`src/hdl/tolp_pkg.sv`:
```
`timescale 1ns / 1ps

package tolp_pkg;

    // line buffer size, including room for the terminating zero
    localparam int LINE_MAX = 128;
    localparam int CNT_W    = $clog2(LINE_MAX);
    localparam int POS_W    = 7;

    localparam logic [CNT_W-1:0] CNT_LAST = CNT_W'(LINE_MAX - 1);

    localparam logic [7:0] CODE_IAC  = 8'd255;
    localparam logic [7:0] CODE_DONT = 8'd254;
    localparam logic [7:0] CODE_DO   = 8'd253;
    localparam logic [7:0] CODE_WONT = 8'd252;
    localparam logic [7:0] CODE_WILL = 8'd251;
    localparam logic [7:0] CODE_CR   = 8'd13;
    localparam logic [7:0] CODE_LF   = 8'd10;
    localparam logic [7:0] CODE_NUL  = 8'd0;

    localparam logic VERB_DONT = 1'b0;
    localparam logic VERB_WONT = 1'b1;

    localparam logic [7:0] CFG_OPTION_A = 8'd0;
    localparam logic [7:0] CFG_OPTION_B = 8'd1;

    localparam logic [7:0] OPTION_A_RESET = 8'd3;
    localparam logic [7:0] OPTION_B_RESET = 8'd1;

    localparam int TDATA_W = 32;

    typedef enum logic [2:0] {
        ST_NORMAL = 3'd0,
        ST_IAC    = 3'd1,
        ST_WILL   = 3'd2,
        ST_WONT   = 3'd3,
        ST_DO     = 3'd4,
        ST_DONT   = 3'd5
    } t_parse_state;

    typedef struct packed {
        logic             line_overflow;
        logic             line_end;
        logic [POS_W-1:0] char_position;
        logic [7:0]       char_value;
        logic             char_valid;
        logic [7:0]       reply_option;
        logic             reply_verb;
        logic             reply_valid;
    } t_result;

    // line index as carried on the output, low bits of the count
    function automatic logic [POS_W-1:0] pos_of(input logic [CNT_W-1:0] cnt);
        logic [CNT_W+POS_W-1:0] ext;
        ext = {{POS_W{1'b0}}, cnt};
        return ext[POS_W-1:0];
    endfunction

endpackage

```
`src/hdl/telnet_option_line_parser.sv`:
```
`timescale 1ns / 1ps
// each accepted input beat gives its result beat on the master side in the next cycle
// throughput: one byte per cycle unless stalled; a single registered parser step
// the output register lets a new byte in while the previous result is taken
// reset (synchronous, active low): parser in normal state, no cr seen, empty line,
// accepted options back to 3 and 1, no result pending
module telnet_option_line_parser (
    input  logic                            i_clk,
    input  logic                            i_rst_n,
    // received byte stream
    input  logic                            i_s_tvalid,
    output logic                            o_s_tready,
    input  logic [7:0]                      i_s_tdata,   // [7:0] data_byte
    // result stream
    output logic                            o_m_tvalid,
    input  logic                            i_m_tready,
    // [0] reply_valid, [1] reply_verb, [9:2] reply_option, [10] char_valid,
    // [18:11] char_value, [25:19] char_position, [26] line_overflow, [31:27] zero
    output logic [tolp_pkg::TDATA_W-1:0]    o_m_tdata,
    output logic                            o_m_tlast,   // line_end
    // register writes
    input  logic                            i_cfg_valid,
    output logic                            o_cfg_ready,
    input  logic [7:0]                      i_cfg_index,
    input  logic [7:0]                      i_cfg_data
);
    import tolp_pkg::*;

    t_parse_state     r_state, n_state;
    logic             r_cr, n_cr;
    logic [CNT_W-1:0] r_cnt, n_cnt;
    logic [7:0]       r_opt_a, r_opt_b;
    t_result          r_out, n_out;
    logic             r_out_valid;
    logic             s_fire;
    logic [7:0]       b;

    // output stage is free or being drained this cycle
    assign o_s_tready  = !r_out_valid || i_m_tready;
    assign s_fire      = i_s_tvalid && o_s_tready;
    assign o_cfg_ready = 1'b1;
    assign b           = i_s_tdata;

    // configuration registers
    always_ff @(posedge i_clk) begin
        if (!i_rst_n) begin
            r_opt_a <= OPTION_A_RESET;
            r_opt_b <= OPTION_B_RESET;
        end else if (i_cfg_valid) begin
            if (i_cfg_index == CFG_OPTION_A) begin
                r_opt_a <= i_cfg_data;
            end else if (i_cfg_index == CFG_OPTION_B) begin
                r_opt_b <= i_cfg_data;
            end
        end
    end

    // parser state register
    always_ff @(posedge i_clk) begin
        if (!i_rst_n) begin
            r_state <= ST_NORMAL;
            r_cr    <= 1'b0;
            r_cnt   <= '0;
        end else if (s_fire) begin
            r_state <= n_state;
            r_cr    <= n_cr;
            r_cnt   <= n_cnt;
        end
    end

    // next state and result for the byte at the input
    always_comb begin
        n_state = ST_NORMAL;
        n_cr    = r_cr;
        n_cnt   = r_cnt;
        n_out   = '0;
        unique case (r_state)
            ST_IAC: begin
                // command byte after IAC; doubled IAC and unknown commands drop back
                priority if (b == CODE_WILL) begin
                    n_state = ST_WILL;
                end else if (b == CODE_WONT) begin
                    n_state = ST_WONT;
                end else if (b == CODE_DO) begin
                    n_state = ST_DO;
                end else if (b == CODE_DONT) begin
                    n_state = ST_DONT;
                end else begin
                    n_state = ST_NORMAL;
                end
            end
            ST_WILL, ST_WONT: begin
                n_out.reply_valid  = 1'b1;
                n_out.reply_verb   = VERB_DONT;
                n_out.reply_option = b;
            end
            ST_DO: begin
                // refuse unless the option is one we support
                if (b != r_opt_a && b != r_opt_b) begin
                    n_out.reply_valid  = 1'b1;
                    n_out.reply_verb   = VERB_WONT;
                    n_out.reply_option = b;
                end
            end
            ST_DONT: begin
                n_out.reply_valid  = 1'b1;
                n_out.reply_verb   = VERB_WONT;
                n_out.reply_option = b;
            end
            default: begin
                // normal state, unused codes fall in here too
                priority if (b == CODE_IAC) begin
                    n_state = ST_IAC;
                end else if (b == CODE_NUL) begin
                    // null bytes are ignored entirely
                end else if (b == CODE_CR) begin
                    n_cr                = 1'b1;
                    n_out.char_valid    = 1'b1;
                    n_out.char_position = pos_of(r_cnt);
                    n_out.line_end      = 1'b1;
                    n_cnt               = '0;
                end else if (b == CODE_LF) begin
                    if (r_cr) begin
                        // second half of cr lf, swallowed
                        n_cr = 1'b0;
                    end else begin
                        n_out.char_valid    = 1'b1;
                        n_out.char_position = pos_of(r_cnt);
                        n_out.line_end      = 1'b1;
                        n_cnt               = '0;
                    end
                end else begin
                    n_cr = 1'b0;
                    if (r_cnt < CNT_LAST) begin
                        n_out.char_valid    = 1'b1;
                        n_out.char_value    = b;
                        n_out.char_position = pos_of(r_cnt);
                        n_cnt               = r_cnt + CNT_W'(1);
                    end else begin
                        // line full, keep the slot for the terminator
                        n_out.line_overflow = 1'b1;
                    end
                end
            end
        endcase
    end

    // result register
    always_ff @(posedge i_clk) begin
        if (!i_rst_n) begin
            r_out_valid <= 1'b0;
        end else if (s_fire) begin
            r_out_valid <= 1'b1;
        end else if (i_m_tready) begin
            r_out_valid <= 1'b0;
        end
    end

    always_ff @(posedge i_clk) begin
        if (s_fire) begin
            r_out <= n_out;
        end
    end

    assign o_m_tvalid = r_out_valid;
    assign o_m_tlast  = r_out.line_end;
    assign o_m_tdata  = {{(TDATA_W - 27){1'b0}}, r_out.line_overflow,
                         r_out.char_position, r_out.char_value, r_out.char_valid,
                         r_out.reply_option, r_out.reply_verb, r_out.reply_valid};

`ifndef SYNTH
    // a byte either answers a negotiation or goes to the line, never both
    a_reply_xor_char: assert property (@(posedge i_clk) disable iff (!i_rst_n)
        r_out_valid |-> !(r_out.reply_valid && r_out.char_valid))
        else $error("reply and character in the same beat");

    // line end always carries the terminating zero
    a_line_end_zero: assert property (@(posedge i_clk) disable iff (!i_rst_n)
        (r_out_valid && r_out.line_end) |-> (r_out.char_valid && r_out.char_value == CODE_NUL))
        else $error("line end without terminating zero");

    // the count never passes the terminator slot
    a_cnt_bound: assert property (@(posedge i_clk) disable iff (!i_rst_n)
        r_cnt <= CNT_LAST)
        else $error("line count past limit");

    // the byte after IAC produces no output
    a_iac_silent: assert property (@(posedge i_clk) disable iff (!i_rst_n)
        (s_fire && r_state == ST_IAC) |=> (r_out == '0))
        else $error("output on command byte");

    // negotiation bytes leave the line state alone
    a_neg_keeps_line: assert property (@(posedge i_clk) disable iff (!i_rst_n)
        (s_fire && r_state != ST_NORMAL) |=> (r_cnt == $past(r_cnt) && r_cr == $past(r_cr)))
        else $error("negotiation byte changed line state");
`endif

endmodule
```
`config.mk`:
```
export PLATFORM = sky130hd
export DESIGN_NAME = telnet_option_line_parser
export DESIGN_NICKNAME = d
export VERILOG_FILES = /design/src/hdl/tolp_pkg.sv /design/src/hdl/telnet_option_line_parser.sv
export SDC_FILE = /design/constraint.sdc
export NUM_CORES = 1
export LEC_CHECK = 0
export ABC_AREA = 1
export CAP_MARGIN = 20
export CORE_UTILIZATION = 40
export CTS_BUF_LIST = sky130_fd_sc_hd__clkbuf_8
export DETAILED_ROUTE_END_ITERATION = 8
export DONT_BUFFER_PORTS = 1
export SYNTH_ARGS = -nofsm -noshare
export SYNTH_HDL_FRONTEND = slang
export SYNTH_SLANG_ARGS = --single-unit
export TNS_END_PERCENT = 100
```
`constraint.sdc`:
```
create_clock -name i_clk -period 1.51 [get_ports i_clk]
set_input_delay 0.2265 -clock i_clk [delete_from_list [all_inputs] [get_ports i_clk]]
set_output_delay 0.2265 -clock i_clk [all_outputs]
set_load 0.02 [all_outputs]
```
==> flow_results.xml, run 1 <==
<?xml version="1.0" encoding="UTF-8"?>
<metrics>
  <group name="global_route">
    <metric name="global_route.peak_usage_layer" unit="">met2</metric>
    <metric name="grt_max_degree" unit="">31</metric>
    <metric name="grt_antenna_before_repair" unit="">0</metric>
    <metric name="groute.layer.met3.usage" unit="%">3.95</metric>
    <metric name="grt_pass1_wl" unit="um">9380</metric>
    <metric name="number_of_global_route_vias_before_repair" unit="">1973</metric>
    <metric name="gr-usage-met2" unit="%">25.1</metric>
    <metric name="grtUsageTotal" unit="%">16.3</metric>
    <metric name="global_route.overflow_total" unit="">0</metric>
    <metric name="global_route.usage.met1" unit="%">22.5</metric>
  </group>
  <group name="synth">
    <metric name="synth_top_cell_area_share" unit="%">29.8</metric>
    <metric name="synth_adder_area_share" unit="%">1.33</metric>
    <metric name="synth-async-reset-ratio" unit="%">0</metric>
    <metric name="avg_inst_size_synth" unit="sq um">8.23</metric>
    <metric name="yosysUniqueCellTypes" unit="">35</metric>
    <metric name="synth_mux_area_share" unit="%">0</metric>
    <metric name="netlist_instances" unit="">343</metric>
    <metric name="yosys_register_bits" unit="">56</metric>
    <metric name="post-synth-top-area-cell" unit="">sky130_fd_sc_hd__edfxtp_1</metric>
    <metric name="synth_top_cells_by_area" unit="">sky130_fd_sc_hd__edfxtp_1 (30%), sky130_fd_sc_hd__dfxtp_1 (20%), sky130_fd_sc_hd__nand2_1 (8.9%)</metric>
    <metric name="synth_area" unit="sq mm">0.00282</metric>
    <metric name="ys_warn_count" unit="">0</metric>
    <metric name="synthFlopType" unit="">sky130_fd_sc_hd__edfxtp_1</metric>
    <metric name="synth_xor_area_share" unit="%">3.41</metric>
    <metric name="synth-compound-area-share" unit="%">9.04</metric>
    <metric name="simple_gate_share_of_the_synthesized_area" unit="%">26.4</metric>
    <metric name="most_instantiated_library_cell_after_synthesis" unit="">sky130_fd_sc_hd__nand2_1</metric>
    <metric name="synth_seq_area_share" unit="%">49.6</metric>
    <metric name="yosys-top-cells-count" unit="">sky130_fd_sc_hd__nand2_1 (67), sky130_fd_sc_hd__nor2_1 (53), sky130_fd_sc_hd__inv_1 (42)</metric>
    <metric name="number_of_synthesized_flops_with_an_enable_pin" unit="">28</metric>
    <metric name="synth_top_family_by_area" unit="">simple AND/OR/NAND/NOR gates</metric>
  </group>
  <group name="placement">
    <metric name="numPortBuffers" unit="">0</metric>
    <metric name="globalplace.congestion" unit="">0.814</metric>
    <metric name="placement.setup.worst_slack" unit="ns">0.0148</metric>
    <metric name="placed_area" unit="sq mm">0.00301</metric>
    <metric name="hpwlAfterDp" unit="um">4190</metric>
  </group>
  <group name="timing">
    <metric name="final.period_utilization" unit="%">94.6</metric>
    <metric name="hold_viol_final" unit="">0</metric>
    <metric name="worst_slack" unit="ns">0.0821</metric>
    <metric name="finClkSkew" unit="ns">0.0109</metric>
    <metric name="layout_min_cycle_time" unit="ns">1.43</metric>
    <metric name="fmax" unit="GHz">0.700</metric>
    <metric name="report.final.setup_viol" unit="">0</metric>
    <metric name="report.final.slew_viol_count" unit="">0</metric>
  </group>
  <group name="hold_path">
    <metric name="worst_hold_startpoint" unit="">i_rst_n</metric>
    <metric name="hp-class" unit="">input port to register</metric>
  </group>
  <group name="worst_setup_path">
    <metric name="crit_arrival" unit="ns">1.59</metric>
    <metric name="critPathMaxFanout" unit="">8</metric>
    <metric name="worstPathRequired" unit="ns">1.67</metric>
    <metric name="ws_path_type" unit="">register to register</metric>
    <metric name="startpoint_type" unit="">register</metric>
    <metric name="rr_startpoint" unit="">r_state[1]$_SDFFE_PN0P_</metric>
    <metric name="crit_path_start" unit="">r_state[1]$_SDFFE_PN0P_</metric>
    <metric name="worst_setup_path_end_kind" unit="">register</metric>
  </group>
  <group name="layout">
    <metric name="final_core_utilization" unit="%">47.3</metric>
    <metric name="num_antenna_cells" unit="">0</metric>
    <metric name="area_growth_syn_to_layout" unit="%">13.8</metric>
    <metric name="layout.cell_area.non_filler" unit="sq mm">0.00321</metric>
    <metric name="drive_above_1_share" unit="%">16.8</metric>
    <metric name="finalNetCount" unit="">395</metric>
    <metric name="final.fill_count" unit="">666</metric>
  </group>
  <group name="clock_tree">
    <metric name="max-clock-path-buffers" unit="">2</metric>
    <metric name="ctsHtreeMaxLevel" unit="">2</metric>
    <metric name="clockRootBuffer" unit="">sky130_fd_sc_hd__clkbuf_8</metric>
    <metric name="clk_transition_reported_paths" unit="ns">0.11</metric>
    <metric name="tritoncts_num_sinks" unit="">56</metric>
    <metric name="cts_buffers" unit="">5</metric>
    <metric name="clk_latency" unit="ns">0.32</metric>
    <metric name="cts_tree" unit="">yes</metric>
  </group>
  <group name="floorplan">
    <metric name="die_h" unit="um">86.0</metric>
    <metric name="initial_core_util" unit="%">41.5</metric>
    <metric name="fp.coreArea" unit="sq mm">0.00679</metric>
    <metric name="fp.dieArea" unit="sq mm">0.00740</metric>
    <metric name="ioPinCount" unit="">65</metric>
    <metric name="rows" unit="">30</metric>
    <metric name="die_x" unit="um">86.0</metric>
  </group>
  <group name="route">
    <metric name="vias_per_inst" unit="">4.77</metric>
    <metric name="routed-via-count" unit="">2192</metric>
    <metric name="post-route-drc-count" unit="">0</metric>
    <metric name="drtPass1Iterations" unit="">8</metric>
    <metric name="drtAntennaViolNets" unit="">0</metric>
    <metric name="detail_route.wl_per_cell" unit="um">12.7</metric>
    <metric name="dr.first_iter.drc_count" unit="">97</metric>
    <metric name="postRouteWirelength" unit="um">5850</metric>
  </group>
  <group name="flow_run">
    <metric name="max-cap-violations" unit="">0</metric>
  </group>
  <group name="pwr">
    <metric name="peakVddDrop" unit="mV">0.434</metric>
    <metric name="power_density" unit="mW/mm^2">932</metric>
    <metric name="power.leakage" unit="nW">1.39</metric>
  </group>
  <group name="outcome">
    <metric name="status" unit="">complete, no violations</metric>
  </group>
</metrics>
## where the power goes
group / leakage (nW) / total, mW / switching (mW) / internal [mW]
combinational: 0.819 / 0.258 / 0.165 / 0.0929
sequential: 0.509 / 1.74 / 0.0804 / 1.66
clock: 0.0599 / 0.997 / 0.502 / 0.496
## state kept, by name, indices dropped and copies added (netlist names)
signal,flops
o_m_tdata,27
r_opt_a,8
r_opt_b,8
r_cnt,7
r_state,3
o_m_tlast,1
o_m_tvalid,1
r_cr,1
## metrics by stage
step	TNS [ns]	total power [mW]	hold slack [ns]	cells
2_1_floorplan	0	1.98	0.365	347
3_3_place_gp	0	2.01	0.330	447
3_5_place_dp	0	2.02	0.335	447
4_1_cts	0	3.02	0.000490	456
5_1_grt	-0.00774	3.11	0.0191	460
6_report	0	2.99	0.0354	460
## path summary, 6_finish.rpt
kind	slack, ns	depth (start not counted)	to
max	0.08	7	o_m_tdata[19]$_SDFFCE_PP0P_
min	0.04	2	r_opt_a[2]$_SDFFE_PN0P_
min reg2reg	0.47	2	r_opt_a[5]$_SDFFE_PN0P_
max reg2reg	0.08	7	o_m_tdata[19]$_SDFFCE_PP0P_
## worst max-delay path: stages (launching register included)
cell and delay (ns):
sky130_fd_sc_hd__dfxtp_2 0.34, sky130_fd_sc_hd__buf_4 0.14, sky130_fd_sc_hd__ha_1 0.21, sky130_fd_sc_hd__nor2_1 0.10, sky130_fd_sc_hd__nand2_1 0.10, sky130_fd_sc_hd__nor2_2 0.18
sky130_fd_sc_hd__nand2_4 0.10, sky130_fd_sc_hd__nor2_1 0.11
## per-layer routing
metal / up-vias / wire, um
met5: - / 0
met4: 0 / 78
met3: 5 / 379
met2: 81 / 2500
met1: 979 / 2900
li1: 1127 / -
## layout by cell type, fill, tap and decap left out, types with 6 or more instances in the layout
cell type	netlist	final
sky130_fd_sc_hd__nand2_1	67	63
sky130_fd_sc_hd__nor2_1	53	51
sky130_fd_sc_hd__inv_1	42	42
sky130_fd_sc_hd__edfxtp_1	28	28
sky130_fd_sc_hd__dfxtp_1	28	24
sky130_fd_sc_hd__nand3_1	21	20
sky130_fd_sc_hd__a21oi_1	20	20
sky130_fd_sc_hd__o21ai_0	17	17
sky130_fd_sc_hd__buf_4	6	17
sky130_fd_sc_hd__xnor2_1	10	10
sky130_fd_sc_hd__inv_2	6	6
sky130_fd_sc_hd__conb_1	2	6
## area by class of cell
cell class              count  area (sq um)  share of cell area, %
inverters                  49           191                   5.96
well taps                  96           120                   3.74
clock inverters             3          42.5                   1.32
multi-input cells         230          1220                   37.9
repair buffers             21           164                   5.10
clock buffers               5          68.8                   2.14
flip-flops and latches     56          1410                   43.8
## kinds of logic (layout without fill, tap and decap cells)
logic type | count (synthesis) | in the layout
fa+ha+maj | 3 | 3
flops | 56 | 56
xor+xnor | 11 | 11
compound gates | 45 | 45
buf+inv | 62 | 78
other cells | 2 | 6
simple gates | 164 | 165
## what timing repair did
action | in CTS | in global routing
setup buffers | 0 | 1
setup endpoints to repair | 1 | 25
hold endpoints to repair | 2 | 1
pin swaps | 0 | 4
cloned | 0 | 2
hold buffers | 1 | 1
resized for setup | 1 | 15
Note: power is estimated with default switching activity, not from simulation.
==> run 2, diff against run 1 <==
PLACE_DENSITY_LB_ADDON = 0.2   (was not set)
==> flow_results.xml, run 2 (synthesis results as in run 1) <==
<?xml version="1.0" encoding="UTF-8"?>
<metrics>
  <group name="placement">
    <metric name="hpwlAfterDp" unit="um">4240</metric>
    <metric name="globalplace.congestion" unit="">0.830</metric>
    <metric name="placement.setup.worst_slack" unit="ns">-0.0289</metric>
    <metric name="numPortBuffers" unit="">0</metric>
  </group>
  <group name="global_route">
    <metric name="global_route.overflow_total" unit="">0</metric>
    <metric name="number_of_global_route_vias_before_repair" unit="">2046</metric>
    <metric name="grt_max_degree" unit="">23</metric>
    <metric name="grt_pass1_wl" unit="um">9560</metric>
    <metric name="grtUsageTotal" unit="%">16.6</metric>
    <metric name="grt_antenna_before_repair" unit="">0</metric>
  </group>
  <group name="route">
    <metric name="highest_layer" unit="">met4</metric>
    <metric name="route.met2.wl" unit="um">2400</metric>
    <metric name="wl_met3" unit="um">307</metric>
    <metric name="detail_route.wl_per_cell" unit="um">12.4</metric>
    <metric name="post-route-drc-count" unit="">0</metric>
    <metric name="m1WireLength" unit="um">2940</metric>
    <metric name="dr.first_iter.drc_count" unit="">97</metric>
    <metric name="postRouteWirelength" unit="um">5710</metric>
    <metric name="drtAntennaViolNets" unit="">0</metric>
    <metric name="drtPass1Iterations" unit="">4</metric>
    <metric name="vias_per_inst" unit="">4.71</metric>
    <metric name="routed-via-count" unit="">2161</metric>
  </group>
  <group name="worst_setup_path">
    <metric name="crit_arrival" unit="ns">1.52</metric>
    <metric name="ws_path_type" unit="">register to register</metric>
    <metric name="worst_setup_path_end_kind" unit="">register</metric>
    <metric name="critPathMaxFanout" unit="">4</metric>
    <metric name="worstPathRequired" unit="ns">1.62</metric>
    <metric name="startpoint_type" unit="">register</metric>
  </group>
  <group name="timing">
    <metric name="final.period_utilization" unit="%">93.5</metric>
    <metric name="worst_slack" unit="ns">0.0984</metric>
    <metric name="report.final.slew_viol_count" unit="">0</metric>
    <metric name="layout_min_cycle_time" unit="ns">1.41</metric>
    <metric name="finClkSkew" unit="ns">0.0115</metric>
    <metric name="fmax" unit="GHz">0.708</metric>
    <metric name="grt_setup_unrepaired" unit="">yes</metric>
    <metric name="timing.hold.ws" unit="ns">0.00962</metric>
    <metric name="report.final.setup_viol" unit="">0</metric>
    <metric name="hold_viol_final" unit="">0</metric>
  </group>
  <group name="clock_tree">
    <metric name="clk_transition_reported_paths" unit="ns">0.10</metric>
    <metric name="cts_buffers" unit="">5</metric>
    <metric name="cts_tree" unit="">yes</metric>
    <metric name="max-clock-path-buffers" unit="">2</metric>
    <metric name="ctsHtreeMaxLevel" unit="">2</metric>
    <metric name="clockRootBuffer" unit="">sky130_fd_sc_hd__clkbuf_8</metric>
    <metric name="clk_latency" unit="ns">0.31</metric>
    <metric name="tritoncts_num_sinks" unit="">56</metric>
  </group>
  <group name="floorplan">
    <metric name="fp.coreArea" unit="sq mm">0.00679</metric>
    <metric name="rows" unit="">30</metric>
    <metric name="fp.dieArea" unit="sq mm">0.00740</metric>
    <metric name="initial_core_util" unit="%">41.5</metric>
    <metric name="die_x" unit="um">86.0</metric>
    <metric name="ioPinCount" unit="">65</metric>
    <metric name="die_h" unit="um">86.0</metric>
  </group>
  <group name="layout">
    <metric name="final_core_utilization" unit="%">47.1</metric>
    <metric name="num_antenna_cells" unit="">0</metric>
    <metric name="finalNetCount" unit="">394</metric>
    <metric name="final.fill_count" unit="">667</metric>
    <metric name="area_growth_syn_to_layout" unit="%">13.3</metric>
    <metric name="mostFrequentLayoutCells" unit="">sky130_fd_sc_hd__nand2_1 (62), sky130_fd_sc_hd__nor2_1 (51), sky130_fd_sc_hd__inv_1 (43)</metric>
    <metric name="commonest_non_fill_non_tap_cell_in_the_layout" unit="">sky130_fd_sc_hd__nand2_1</metric>
    <metric name="largest_register_ffs" unit="">27</metric>
    <metric name="drive_above_1_share" unit="%">17.9</metric>
  </group>
  <group name="pwr">
    <metric name="power" unit="mW">2.80</metric>
    <metric name="power.leakage" unit="nW">1.38</metric>
    <metric name="power_density" unit="mW/mm^2">874</metric>
    <metric name="peakVddDrop" unit="mV">0.325</metric>
  </group>
  <group name="outcome">
    <metric name="status" unit="">complete, no violations</metric>
  </group>
  <group name="flow_run">
    <metric name="max-cap-violations" unit="">0</metric>
  </group>
  <group name="hold_path">
    <metric name="hp-class" unit="">input port to register</metric>
  </group>
</metrics>
==> run 2: path summary, 6_finish.rpt <==
path                                      end  slack [ns]               startpoint  cells after the start
setup / recovery  o_m_tdata[26]$_SDFFCE_PP0P_         0.1  r_state[1]$_SDFFE_PN0P_                      5
hold / removal        r_opt_a[0]$_SDFFE_PN1P_        0.01                  i_rst_n                      1
setup reg to reg  o_m_tdata[26]$_SDFFCE_PP0P_         0.1  r_state[1]$_SDFFE_PN0P_                      5
hold reg to reg       r_opt_a[6]$_SDFFE_PN0P_        0.48  r_opt_a[6]$_SDFFE_PN0P_                      2
==> run 2: per-stage QoR <==
step	std cells	setup TNS, ns	instance area (sq um)
after floorplan	347	0	2860
after global placement	449	0	3020
after detailed placement	449	-0.147	3020
after CTS	457	0	3110
after global routing	459	-0.0394	3200
final	459	0	3200
==> run 2: metal layers <==
metal,GRT usage [%],vias to the layer above
met1,22.5,953
met3,4.23,6
met4,4.55,0
li1,-,1133
met2,26.2,69
met5,0,-
==> run 2: timing repair <==
item | 4_1_cts | 5_1_grt
endpoints found under the hold margin | 0 | 0
endpoints found under the setup margin | 9 | 26
buffers inserted | 0 | 1
gates cloned | 0 | 1
hold buffers | 0 | 0
gates resized for setup | 1 | 22
pin swaps | 0 | 7
==> run 2: power breakdown <==
part           internal [mW]  switching [mW]
registers               1.66          0.0807
clock network          0.320           0.483
logic                 0.0915           0.162
total                   2.07           0.726
==> run 2: area by class of cell <==
cell class | instances | area [sq um] | share of cell area (%)
repair buffers | 20 | 158 | 4.93
inverters | 49 | 191 | 5.98
flip-flops and latches | 56 | 1410 | 44.1
clock inverters | 3 | 16.3 | 0.508
well taps | 96 | 120 | 3.75
multi-input cells | 230 | 1230 | 38.6
clock buffers | 5 | 68.8 | 2.15
==> run 2: critical path: stages, from the launching register on <==
cell                      delay (ns)
sky130_fd_sc_hd__dfxtp_1        0.34
sky130_fd_sc_hd__inv_1          0.10
sky130_fd_sc_hd__ha_4           0.29
sky130_fd_sc_hd__buf_4          0.11
sky130_fd_sc_hd__nand2_1        0.07
sky130_fd_sc_hd__nor4_1         0.31
